[src/rtl/scp_pkg.sv]
// ----------------------------------------------------------------------------
// Scan pattern point generator package
// Shared widths, codes, fixed-point constants and the CORDIC arctangent table.
// ----------------------------------------------------------------------------
package scp_pkg;

  localparam int IDX_W   = 10;
  localparam int COORD_W = 10;
  localparam int ANG_W   = 19;
  localparam int Z_W     = 21;
  localparam int XY_W    = 26;
  localparam int FRAC_W  = 16;
  localparam int ATAN_W  = 16;
  localparam int STEP_W  = 5;

  localparam int COORD_SPAN_DEF   = 700;
  localparam int CORDIC_STEPS_DEF = 16;

  localparam logic [IDX_W-1:0]   RES_RESET = IDX_W'(10);
  localparam logic [COORD_W-1:0] COORD_MAX = COORD_W'(1023);
  localparam logic [ANG_W-1:0]   ANG_TURN  = ANG_W'(411566);

  localparam logic signed [Z_W-1:0]  ANG_PI_S      = Z_W'(205887);
  localparam logic signed [Z_W-1:0]  ANG_HALF_PI_S = Z_W'(102944);
  localparam logic signed [Z_W-1:0]  ANG_TWO_PI_S  = Z_W'(411775);
  localparam logic signed [XY_W-1:0] RADIUS_GAIN_S = XY_W'(7959386);
  localparam logic signed [XY_W-1:0] CENTER_S      = XY_W'(350);
  localparam logic signed [XY_W-1:0] TRUNC_RND_S   = XY_W'((1 << FRAC_W) - 1);

  localparam logic CFG_PATTERN = 1'b0;
  localparam logic CFG_RES     = 1'b1;

  localparam logic PAT_RASTER = 1'b0;
  localparam logic PAT_CIRCLE = 1'b1;

  localparam logic MODE_START  = 1'b0;
  localparam logic MODE_UPDATE = 1'b1;

  typedef struct packed {
    logic busy;
    logic done;
  } div_status_t;

  function automatic logic [ATAN_W-1:0] atan_q16(input logic [STEP_W-1:0] i);
    logic [ATAN_W-1:0] v;
    case (i)
      5'd0:    v = 16'd51472;
      5'd1:    v = 16'd30385;
      5'd2:    v = 16'd16055;
      5'd3:    v = 16'd8150;
      5'd4:    v = 16'd4091;
      5'd5:    v = 16'd2047;
      5'd6:    v = 16'd1024;
      5'd7:    v = 16'd512;
      5'd8:    v = 16'd256;
      5'd9:    v = 16'd128;
      5'd10:   v = 16'd64;
      5'd11:   v = 16'd32;
      5'd12:   v = 16'd16;
      5'd13:   v = 16'd8;
      5'd14:   v = 16'd4;
      5'd15:   v = 16'd2;
      5'd16:   v = 16'd1;
      default: v = 16'd0;
    endcase
    return v;
  endfunction

endpackage

[src/rtl/scp_in_if.sv]
// ----------------------------------------------------------------------------
// Scan pattern input channel
// Valid/ready channel carrying one request beat: mode and target reached.
// ----------------------------------------------------------------------------
interface scp_in_if;
  import scp_pkg::*;

  logic valid;
  logic ready;
  logic mode;
  logic target_reached;

  modport source (output valid, output mode, output target_reached, input ready);
  modport sink   (input valid, input mode, input target_reached, output ready);
endinterface

[src/rtl/scp_out_if.sv]
// ----------------------------------------------------------------------------
// Scan pattern output channel
// Valid/ready channel carrying one result beat: move command and targets.
// ----------------------------------------------------------------------------
interface scp_out_if;
  import scp_pkg::*;

  logic               valid;
  logic               ready;
  logic               move_valid;
  logic [COORD_W-1:0] target_x;
  logic [COORD_W-1:0] target_y;
  logic               scan_finished;

  modport source (output valid, output move_valid, output target_x, output target_y,
                  output scan_finished, input ready);
  modport sink   (input valid, input move_valid, input target_x, input target_y,
                  input scan_finished, output ready);
endinterface

[src/rtl/scan_pattern_point_generator.sv]
// ----------------------------------------------------------------------------
// Scan pattern point generator
// Raster and circle target generator for a two-axis stage.
// ----------------------------------------------------------------------------
// One request beat gives one result beat. A start beat or a poll that does not
// advance the scan goes straight to the emit state. A raster advance uses the
// restoring divider, which forms the grid step one quotient bit per cycle. A
// circle advance uses one multiply, the same divider for the angle, then one
// CORDIC rotation per cycle. A new request is taken once the current result
// sits in the output register.
module scan_pattern_point_generator #(
  parameter int COORD_SPAN   = scp_pkg::COORD_SPAN_DEF,
  parameter int CORDIC_STEPS = scp_pkg::CORDIC_STEPS_DEF
) (
  input  logic                       clk_i,
  input  logic                       rst_ni,
  input  logic                       cfg_we_i,
  input  logic [0:0]                 cfg_idx_i,
  input  logic [scp_pkg::IDX_W-1:0]  cfg_wdata_i,
  scp_in_if.sink                     in_if,
  scp_out_if.source                  out_if
);
  import scp_pkg::*;

  localparam int SW    = $clog2(COORD_SPAN + 1);
  localparam int MB_W  = (SW > ANG_W) ? SW : ANG_W;
  localparam int P_W   = IDX_W + MB_W;
  localparam int DVD_W = P_W;

  typedef enum logic [3:0] {
    S_IDLE,
    S_CMUL,
    S_DIVGO,
    S_DIVW,
    S_RMULX,
    S_RMULY,
    S_RSUMY,
    S_CORD,
    S_CNEG,
    S_CFIN,
    S_EMIT
  } state_e;

  state_e state_q;

  logic             pat_q;
  logic [IDX_W-1:0] res_cfg_q;
  logic [IDX_W-1:0] outer_q;
  logic [IDX_W-1:0] inner_q;
  logic             done_q;

  logic [SW-1:0]    step_q;
  logic [P_W-1:0]   prod_q;
  logic signed [XY_W-1:0] x_q;
  logic signed [XY_W-1:0] y_q;
  logic signed [Z_W-1:0]  z_q;
  logic             neg_q;
  logic [STEP_W-1:0] it_q;

  logic               mv_q;
  logic [COORD_W-1:0] tx_q;
  logic [COORD_W-1:0] ty_q;
  logic               fin_q;

  logic               ov_q;
  logic               omv_q;
  logic [COORD_W-1:0] ox_q;
  logic [COORD_W-1:0] oy_q;
  logic               ofin_q;

  logic             in_acc;
  logic             emit_go;
  logic [IDX_W-1:0] res_w;
  logic [IDX_W-1:0] last;

  logic [IDX_W-1:0] mul_a;
  logic [MB_W-1:0]  mul_b;
  logic [P_W-1:0]   prod_d;
  logic [P_W:0]     sum;
  logic [COORD_W-1:0] sat;

  div_status_t      div_st;
  logic [DVD_W-1:0] quo;
  logic             div_go;
  logic [DVD_W-1:0] dvd;

  logic signed [Z_W-1:0] z0;
  logic signed [Z_W-1:0] z1;
  logic signed [Z_W-1:0] z2;
  logic                  fneg;

  logic signed [Z_W-1:0]  at_s;
  logic signed [XY_W-1:0] x_d;
  logic signed [XY_W-1:0] y_d;
  logic signed [Z_W-1:0]  z_d;

  logic signed [XY_W-1:0] xr;
  logic signed [XY_W-1:0] yr;
  logic signed [XY_W-1:0] cx;
  logic signed [XY_W-1:0] cy;

  assign in_acc  = in_if.valid && in_if.ready;
  assign emit_go = (state_q == S_EMIT) && (!ov_q || out_if.ready);
  assign res_w   = (res_cfg_q == '0) ? IDX_W'(1) : res_cfg_q;
  assign last    = res_w - IDX_W'(1);

  always_comb begin
    mul_a = outer_q;
    mul_b = MB_W'(ANG_TURN);
    case (state_q)
      S_RMULX: begin
        mul_a = outer_q;
        mul_b = MB_W'(step_q);
      end
      S_RMULY: begin
        mul_a = inner_q;
        mul_b = MB_W'(step_q);
      end
      default: begin
        mul_a = outer_q;
        mul_b = MB_W'(ANG_TURN);
      end
    endcase
    prod_d = {{MB_W{1'b0}}, mul_a} * {{IDX_W{1'b0}}, mul_b};
    sum    = {1'b0, prod_q} + (P_W + 1)'(step_q >> 1);
    sat    = (sum > (P_W + 1)'(COORD_MAX)) ? COORD_MAX : sum[COORD_W-1:0];
  end

  assign div_go = state_q == S_DIVGO;
  assign dvd    = (pat_q == PAT_CIRCLE) ? prod_q : DVD_W'(COORD_SPAN);

  scp_div #(
    .N (DVD_W),
    .M (IDX_W)
  ) u_div (
    .clk_i      (clk_i),
    .rst_ni     (rst_ni),
    .start_i    (div_go),
    .dividend_i (dvd),
    .divisor_i  (res_w),
    .status_o   (div_st),
    .quotient_o (quo)
  );

  always_comb begin
    z0   = $signed({{(Z_W - ANG_W){1'b0}}, quo[ANG_W-1:0]});
    z1   = (z0 > ANG_PI_S) ? z0 - ANG_TWO_PI_S : z0;
    z2   = z1;
    fneg = 1'b0;
    if (z1 > ANG_HALF_PI_S) begin
      z2   = z1 - ANG_PI_S;
      fneg = 1'b1;
    end else if (z1 < -ANG_HALF_PI_S) begin
      z2   = z1 + ANG_PI_S;
      fneg = 1'b1;
    end
  end

  always_comb begin
    at_s = $signed({{(Z_W - ATAN_W){1'b0}}, atan_q16(it_q)});
    if (!z_q[Z_W-1]) begin
      x_d = x_q - (y_q >>> it_q);
      y_d = y_q + (x_q >>> it_q);
      z_d = z_q - at_s;
    end else begin
      x_d = x_q + (y_q >>> it_q);
      y_d = y_q - (x_q >>> it_q);
      z_d = z_q + at_s;
    end
  end

  always_comb begin
    xr = x_q + (x_q[XY_W-1] ? TRUNC_RND_S : '0);
    yr = y_q + (y_q[XY_W-1] ? TRUNC_RND_S : '0);
    cx = CENTER_S + (xr >>> FRAC_W);
    cy = CENTER_S + (yr >>> FRAC_W);
  end

  always_ff @(posedge clk_i or negedge rst_ni) begin
    if (!rst_ni) begin
      pat_q     <= PAT_RASTER;
      res_cfg_q <= RES_RESET;
    end else if (cfg_we_i) begin
      unique case (cfg_idx_i)
        CFG_PATTERN: pat_q     <= cfg_wdata_i[0];
        CFG_RES:     res_cfg_q <= cfg_wdata_i;
        default:     pat_q     <= pat_q;
      endcase
    end
  end

  always_ff @(posedge clk_i or negedge rst_ni) begin
    if (!rst_ni) begin
      state_q <= S_IDLE;
      outer_q <= '0;
      inner_q <= '0;
      done_q  <= 1'b1;
      step_q  <= '0;
      prod_q  <= '0;
      x_q     <= '0;
      y_q     <= '0;
      z_q     <= '0;
      neg_q   <= 1'b0;
      it_q    <= '0;
      mv_q    <= 1'b0;
      tx_q    <= '0;
      ty_q    <= '0;
      fin_q   <= 1'b0;
      ov_q    <= 1'b0;
      omv_q   <= 1'b0;
      ox_q    <= '0;
      oy_q    <= '0;
      ofin_q  <= 1'b0;
    end else begin
      if (emit_go) begin
        ov_q <= 1'b1;
      end else if (out_if.valid && out_if.ready) begin
        ov_q <= 1'b0;
      end
      unique case (state_q)
        S_IDLE: begin
          if (in_acc) begin
            mv_q <= 1'b0;
            tx_q <= '0;
            ty_q <= '0;
            if (in_if.mode == MODE_START) begin
              outer_q <= '0;
              inner_q <= '0;
              done_q  <= 1'b0;
              fin_q   <= 1'b0;
              state_q <= S_EMIT;
            end else if (!done_q && in_if.target_reached) begin
              if (pat_q == PAT_RASTER) begin
                fin_q <= 1'b0;
                if (outer_q >= last && inner_q >= last) begin
                  done_q <= 1'b1;
                  fin_q  <= 1'b1;
                end else if (inner_q < last) begin
                  inner_q <= inner_q + IDX_W'(1);
                end else begin
                  inner_q <= '0;
                  if (outer_q < last) begin
                    outer_q <= outer_q + IDX_W'(1);
                  end
                end
                state_q <= S_DIVGO;
              end else if (outer_q < last) begin
                outer_q <= outer_q + IDX_W'(1);
                fin_q   <= 1'b0;
                state_q <= S_CMUL;
              end else begin
                done_q  <= 1'b1;
                fin_q   <= 1'b1;
                state_q <= S_EMIT;
              end
            end else begin
              fin_q   <= done_q;
              state_q <= S_EMIT;
            end
          end
        end
        S_CMUL: begin
          prod_q  <= prod_d;
          state_q <= S_DIVGO;
        end
        S_DIVGO: begin
          state_q <= S_DIVW;
        end
        S_DIVW: begin
          if (div_st.done) begin
            if (pat_q == PAT_RASTER) begin
              step_q  <= quo[SW-1:0];
              state_q <= S_RMULX;
            end else begin
              z_q     <= z2;
              neg_q   <= fneg;
              x_q     <= RADIUS_GAIN_S;
              y_q     <= '0;
              it_q    <= '0;
              state_q <= S_CORD;
            end
          end
        end
        S_RMULX: begin
          prod_q  <= prod_d;
          state_q <= S_RMULY;
        end
        S_RMULY: begin
          tx_q    <= sat;
          prod_q  <= prod_d;
          mv_q    <= 1'b1;
          state_q <= S_RSUMY;
        end
        S_RSUMY: begin
          ty_q    <= sat;
          state_q <= S_EMIT;
        end
        S_CORD: begin
          x_q  <= x_d;
          y_q  <= y_d;
          z_q  <= z_d;
          it_q <= it_q + STEP_W'(1);
          if (it_q == STEP_W'(CORDIC_STEPS - 1)) begin
            state_q <= S_CNEG;
          end
        end
        S_CNEG: begin
          if (neg_q) begin
            x_q <= -x_q;
            y_q <= -y_q;
          end
          state_q <= S_CFIN;
        end
        S_CFIN: begin
          tx_q    <= cx[COORD_W-1:0];
          ty_q    <= cy[COORD_W-1:0];
          mv_q    <= 1'b1;
          state_q <= S_EMIT;
        end
        S_EMIT: begin
          if (emit_go) begin
            omv_q   <= mv_q;
            ox_q    <= tx_q;
            oy_q    <= ty_q;
            ofin_q  <= fin_q;
            state_q <= S_IDLE;
          end
        end
        default: state_q <= S_IDLE;
      endcase
    end
  end

  assign in_if.ready          = state_q == S_IDLE;
  assign out_if.valid         = ov_q;
  assign out_if.move_valid    = omv_q;
  assign out_if.target_x      = ox_q;
  assign out_if.target_y      = oy_q;
  assign out_if.scan_finished = ofin_q;

  a_start_clears: assert property (@(posedge clk_i) disable iff (!rst_ni)
    in_acc && in_if.mode == MODE_START |=> outer_q == '0 && inner_q == '0 && !done_q)
    else $error("start beat did not clear scan state");

  a_no_move_zero: assert property (@(posedge clk_i) disable iff (!rst_ni)
    out_if.valid && !out_if.move_valid |-> out_if.target_x == '0 && out_if.target_y == '0)
    else $error("targets nonzero without move");

  a_idle_div_free: assert property (@(posedge clk_i) disable iff (!rst_ni)
    state_q == S_IDLE |-> !div_st.busy)
    else $error("divider busy while idle");

  a_div_done_wait: assert property (@(posedge clk_i) disable iff (!rst_ni)
    div_st.done |-> state_q == S_DIVW)
    else $error("divider result outside wait state");

endmodule

[src/rtl/scp_div.sv]
// ----------------------------------------------------------------------------
// Scan pattern restoring divider
// Unsigned divider producing one quotient bit per cycle.
// ----------------------------------------------------------------------------
module scp_div #(
  parameter int N = 29,
  parameter int M = 10
) (
  input  logic                 clk_i,
  input  logic                 rst_ni,
  input  logic                 start_i,
  input  logic [N-1:0]         dividend_i,
  input  logic [M-1:0]         divisor_i,
  output scp_pkg::div_status_t status_o,
  output logic [N-1:0]         quotient_o
);
  import scp_pkg::*;

  localparam int CW = $clog2(N + 1);

  logic [M-1:0]  rem_q;
  logic [N-1:0]  quo_q;
  logic [M-1:0]  dsr_q;
  logic [CW-1:0] cnt_q;
  logic          done_q;
  logic [M:0]    sh;
  logic          ge;
  logic [M:0]    diff;

  always_comb begin
    sh   = {rem_q, quo_q[N-1]};
    ge   = sh >= {1'b0, dsr_q};
    diff = sh - {1'b0, dsr_q};
  end

  always_ff @(posedge clk_i or negedge rst_ni) begin
    if (!rst_ni) begin
      rem_q  <= '0;
      quo_q  <= '0;
      dsr_q  <= '0;
      cnt_q  <= '0;
      done_q <= 1'b0;
    end else begin
      done_q <= 1'b0;
      if (start_i) begin
        rem_q <= '0;
        quo_q <= dividend_i;
        dsr_q <= divisor_i;
        cnt_q <= CW'(N);
      end else if (cnt_q != '0) begin
        rem_q <= ge ? diff[M-1:0] : sh[M-1:0];
        quo_q <= {quo_q[N-2:0], ge};
        cnt_q <= cnt_q - CW'(1);
        if (cnt_q == CW'(1)) begin
          done_q <= 1'b1;
        end
      end
    end
  end

  assign status_o.busy = cnt_q != '0;
  assign status_o.done = done_q;
  assign quotient_o    = quo_q;

endmodule

[src/flat_wrapper.sv]
// flat-port wrapper written by rule: the top's interface ports become plain ports
module scan_pattern_point_generator_flat import scp_pkg::*;
#(
  parameter int COORD_SPAN   = scp_pkg::COORD_SPAN_DEF,
  parameter int CORDIC_STEPS = scp_pkg::CORDIC_STEPS_DEF
)
  (clk_i, rst_ni, cfg_we_i, cfg_idx_i, cfg_wdata_i, in_if_valid, in_if_mode, in_if_target_reached, in_if_ready, out_if_valid, out_if_move_valid, out_if_target_x, out_if_target_y, out_if_scan_finished, out_if_ready);
  scp_in_if in_if_i ();
  scp_out_if out_if_i ();
  input  logic clk_i;
  input  logic rst_ni;
  input  logic cfg_we_i;
  input  logic [0:0] cfg_idx_i;
  input  logic [scp_pkg::IDX_W-1:0] cfg_wdata_i;
  input wire logic [$bits(in_if_i.valid)-1:0] in_if_valid;
  input wire logic [$bits(in_if_i.mode)-1:0] in_if_mode;
  input wire logic [$bits(in_if_i.target_reached)-1:0] in_if_target_reached;
  output wire logic [$bits(in_if_i.ready)-1:0] in_if_ready;
  output wire logic [$bits(out_if_i.valid)-1:0] out_if_valid;
  output wire logic [$bits(out_if_i.move_valid)-1:0] out_if_move_valid;
  output wire logic [$bits(out_if_i.target_x)-1:0] out_if_target_x;
  output wire logic [$bits(out_if_i.target_y)-1:0] out_if_target_y;
  output wire logic [$bits(out_if_i.scan_finished)-1:0] out_if_scan_finished;
  input wire logic [$bits(out_if_i.ready)-1:0] out_if_ready;
  assign in_if_i.valid = in_if_valid;
  assign in_if_i.mode = in_if_mode;
  assign in_if_i.target_reached = in_if_target_reached;
  assign in_if_ready = in_if_i.ready;
  assign out_if_valid = out_if_i.valid;
  assign out_if_move_valid = out_if_i.move_valid;
  assign out_if_target_x = out_if_i.target_x;
  assign out_if_target_y = out_if_i.target_y;
  assign out_if_scan_finished = out_if_i.scan_finished;
  assign out_if_i.ready = out_if_ready;
  scan_pattern_point_generator #(.COORD_SPAN(COORD_SPAN), .CORDIC_STEPS(CORDIC_STEPS)) u_core (.clk_i(clk_i), .rst_ni(rst_ni), .cfg_we_i(cfg_we_i), .cfg_idx_i(cfg_idx_i), .cfg_wdata_i(cfg_wdata_i), .in_if(in_if_i), .out_if(out_if_i));
endmodule
[config.mk]
export PLATFORM = sky130hd
export DESIGN_NAME = scan_pattern_point_generator_flat
export DESIGN_NICKNAME = d
export VERILOG_FILES = /design/src/rtl/scp_pkg.sv /design/src/rtl/scp_in_if.sv /design/src/rtl/scp_out_if.sv /design/src/rtl/scan_pattern_point_generator.sv /design/src/rtl/scp_div.sv /design/src/flat_wrapper.sv
export SDC_FILE = /design/constraint.sdc
export NUM_CORES = 1
export LEC_CHECK = 0
export BUFFER_PORTS_ARGS = -buffer_cell sky130_fd_sc_hd__buf_4
export CAP_MARGIN = 5
export CORE_ASPECT_RATIO = 1.4
export CORE_MARGIN = 2
export CORE_UTILIZATION = 40
export CTS_CLUSTER_DIAMETER = 40
export DETAILED_ROUTE_END_ITERATION = 10
export REMOVE_ABC_BUFFERS = 1
export SLEW_MARGIN = 20
export SYNTH_ARGS = -nofsm -noshare
export SYNTH_HDL_FRONTEND = slang
export SYNTH_SLANG_ARGS = --single-unit
[constraint.sdc]
create_clock -name clk_i -period 8.5 [get_ports clk_i]
set_clock_uncertainty 0.15 [all_clocks]
set_input_delay 0.85 -clock clk_i [delete_from_list [all_inputs] [get_ports clk_i]]
set_output_delay 0.85 -clock clk_i [all_outputs]
set_load 0.01 [all_outputs]
==> impl_metrics.py <==
metrics = {
    "detailed_routing": {
        "vias": 26060,
        "postRouteAntennaNets": 0,
        "wl_mm": 92.47,
        "via_per_inst": 5.948,
        "drt-initial-drc-count": 1829,
        "drtPass1Iterations": 6,
        "wl_per_cell_um": 21.10,
        "drcViolationCount": 0,
    },
    "timing": {
        "hold_viol_final": 0,
        "setup_viol": 0,
        "finalCritPeriodShare": 0.9057,
        "rsz0062_at_grt": "no",
        "tns_ns": 0,
        "worst_pin_slew_ns": 1.120,
        "slew_violations": 0,
        "finalCriticalPeriod_ns": 7.698,
        "slew_headroom": 0.2508,
        "max_freq_mhz": 129.9,
    },
    "clock_network": {
        "cts_sinks": 254,
        "clkTransAtPathRegs_ns": 0.06,
        "cts_root_buffer": "clkbuf_16",
        "cts-resized-gates": 0,
        "cts_tree": "yes",
        "cts_made_buffers": 48,
        "cts_max_level": 2,
        "clk_path_buf_depth": 3,
        "hold_buffers": 0,
        "cts_setup_buffers": 0,
        "insertion_delay_ns": 0.62,
    },
    "setup_path": {
        "cp_top_family": "adder cells",
        "slowest_stage": "fa_1",
        "path_class": "flop to flop",
        "rrSetupSlack_ns": 0.80,
        "crit-reg2reg-launch": "u_core.state_q[3]",
        "end_kind": "flop",
        "cp_data_arrival_time_ns": 8.02,
        "cp_slowest_stage_delay_ns": 0.53,
        "r2r_cells": 27,
        "path_buf_inv": 5,
        "cp_max_fo": 10,
        "required_ns": 8.82,
        "cp-start-kind": "flop",
        "rr_endpoint": "u_core.prod_q[25]",
    },
    "status": {
        "status": "finished clean",
    },
    "die": {
        "die_w_um": 230.5,
        "die_h_um": 321.1,
        "ios": 42,
        "core_mm2": 0.07126,
        "initial_core_util": 0.4032,
        "die_area_mm2": 0.07402,
        "num_rows": 116,
    },
    "cells_and_area": {
        "area_growth_syn_to_layout_pct": 9.908,
        "multi_input_area_mm2": 0.02097,
        "fin_nets": 3761,
        "regArea_mm2": 0.006369,
        "fillers": 7143,
        "drive_above_1_share": 0.1108,
        "final_common_cell": "nor2_1",
        "final_cell_mix": "nor2_1, nand2_1, o21ai_0",
        "diodes": 0,
    },
    "flow_run": {
        "drv_cap": 0,
    },
    "global_route": {
        "groute.usage.overall": 0.2494,
        "grt_max_degree": 166,
        "antenna_found_initial": 2,
        "grt-ovfl-total": 0,
        "grt_first_pass_wirelength_mm": 146.2,
        "grt_pass1_vias": 26010,
    },
    "synth": {
        "synth_top_area_frac": 0.2186,
        "ys_seq_area_frac": 0.2214,
        "ys_seq_elements": 254,
        "yosysTopAreaCell": "dfrtp_1",
        "synth.distinct_cells": 103,
        "synth_cells": 3438,
        "avgSynthCellArea_um2": 8.357,
        "synth_top_flop_cell": "dfrtp_1",
        "yosysWarningCount": 0,
        "async_flop_share": 1.000,
        "syn_area_mm2": 0.02873,
        "synth-edff-count": 0,
        "yosys-top-cells-area": "dfrtp_1, ha_1, fa_1, o21ai_0, mux4_2",
    },
    "place": {
        "dp_hpwl_mm": 69.71,
        "place.port_buffers": 41,
        "place.gp.congestion": 0.9741,
    },
    "worst_hold_path": {
        "hold_class": "primary input to async pin",
    },
}
-- sequential cells by signal (all words and copies together), names as in the netlist, 21 cells and up --
signal                   cells
u_core.y_q                  26
u_core.x_q                  26
u_core.prod_q               29
u_core.u_div.quotient_o     29
u_core.z_q                  21
-- cell usage after synthesis (all sizes together), types with 85 or more instances --
cell and n:
ha 256, o21ai 282, inv 190, xor2 97, a21oi 240, nand3 85
nor2 336, xnor2 124, fa 89, nand2 305, dfrtp 251, clkbuf 141
-- through the flow --
step	util	instance area, µm²	hold slack, ns	std cells	setup slack (ns)
final	0.4431	31580	0.1228	4382	0.8017
after CTS	0.4430	31570	0.1486	4382	0.5818
after global routing	0.4431	31580	0.1906	4382	0.2622
after detailed placement	0.4203	29950	0.3256	4292	0.6167
after global placement	0.4203	29950	0.3252	4292	0.7132
after floorplan	-	27990	0.2946	3255	0.5624
-- layout make-up --
class / instances / area share
Tap cell: 944 / 0.03741
Clock buffer: 54 / 0.03939
Clock inverter: 36 / 0.01185
Multi-Input combinational cell: 2808 / 0.6640
Inverter: 193 / 0.02294
Sequential cell: 254 / 0.2017
Timing Repair Buffer: 93 / 0.02274
-- worst reg2reg max path, stage by stage, from the launching register on --
cell      delay, ns
dfrtp_1        0.38
nand2b_1       0.25
nor2_1         0.19
nand2_1        0.26
o21ai_2        0.45
nand2_1        0.13
fa_1           0.49
inv_1          0.05
fa_1           0.50
inv_1          0.05
fa_1           0.49
inv_1          0.06
fa_1           0.53
inv_1          0.05
fa_1           0.53
inv_1          0.04
ha_1           0.32
a211o_1        0.30
a211o_1        0.30
a221o_1        0.35
a31oi_1        0.26
o21ai_0        0.21
nor3_1         0.23
nor2_1         0.11
or4_1          0.41
a31oi_1        0.22
xor2_1         0.16
o21ai_0        0.08
-- worst max path at each step --
stage	startpoint	end	slack [ns]	cells after the start
global route	u_core.state_q[3]	u_core.prod_q[25]	0.26	27
global placement	u_core.state_q[3]	u_core.prod_q[25]	0.71	27
floorplan	u_core.state_q[2]	u_core.prod_q[25]	0.56	26
detailed placement	u_core.state_q[3]	u_core.prod_q[25]	0.62	27
CTS	u_core.state_q[3]	u_core.prod_q[25]	0.58	27
finish	u_core.state_q[3]	u_core.prod_q[25]	0.80	27
-- metal layers --
layer | GRT usage | wire (µm) | part of all wire | up-vias
li1 | - | - | - | 12360
met1 | 0.2805 | 35110 | 0.38 | 12670
met2 | 0.4492 | 47230 | 0.51 | 767
met3 | 0.02775 | 3887 | 0.042 | 261
met4 | 0.1538 | 6220 | 0.067 | 4
met5 | 0 | 24 | 0.00026 | -
-- cells by family after synthesis --
kind of cell / share of synthesized area
flip-flops: 0.2214
multiplexers: 0.09085
adder cells (fa/ha/maj): 0.1735
buffers and inverters: 0.05104
XOR/XNOR: 0.06946
AND/OR/NAND/NOR: 0.1857
AO/OA/AOI/OAI: 0.2081
Power is not shown: default switching activity piles up to over one toggle a cycle in this logic, so the estimate is an artifact.
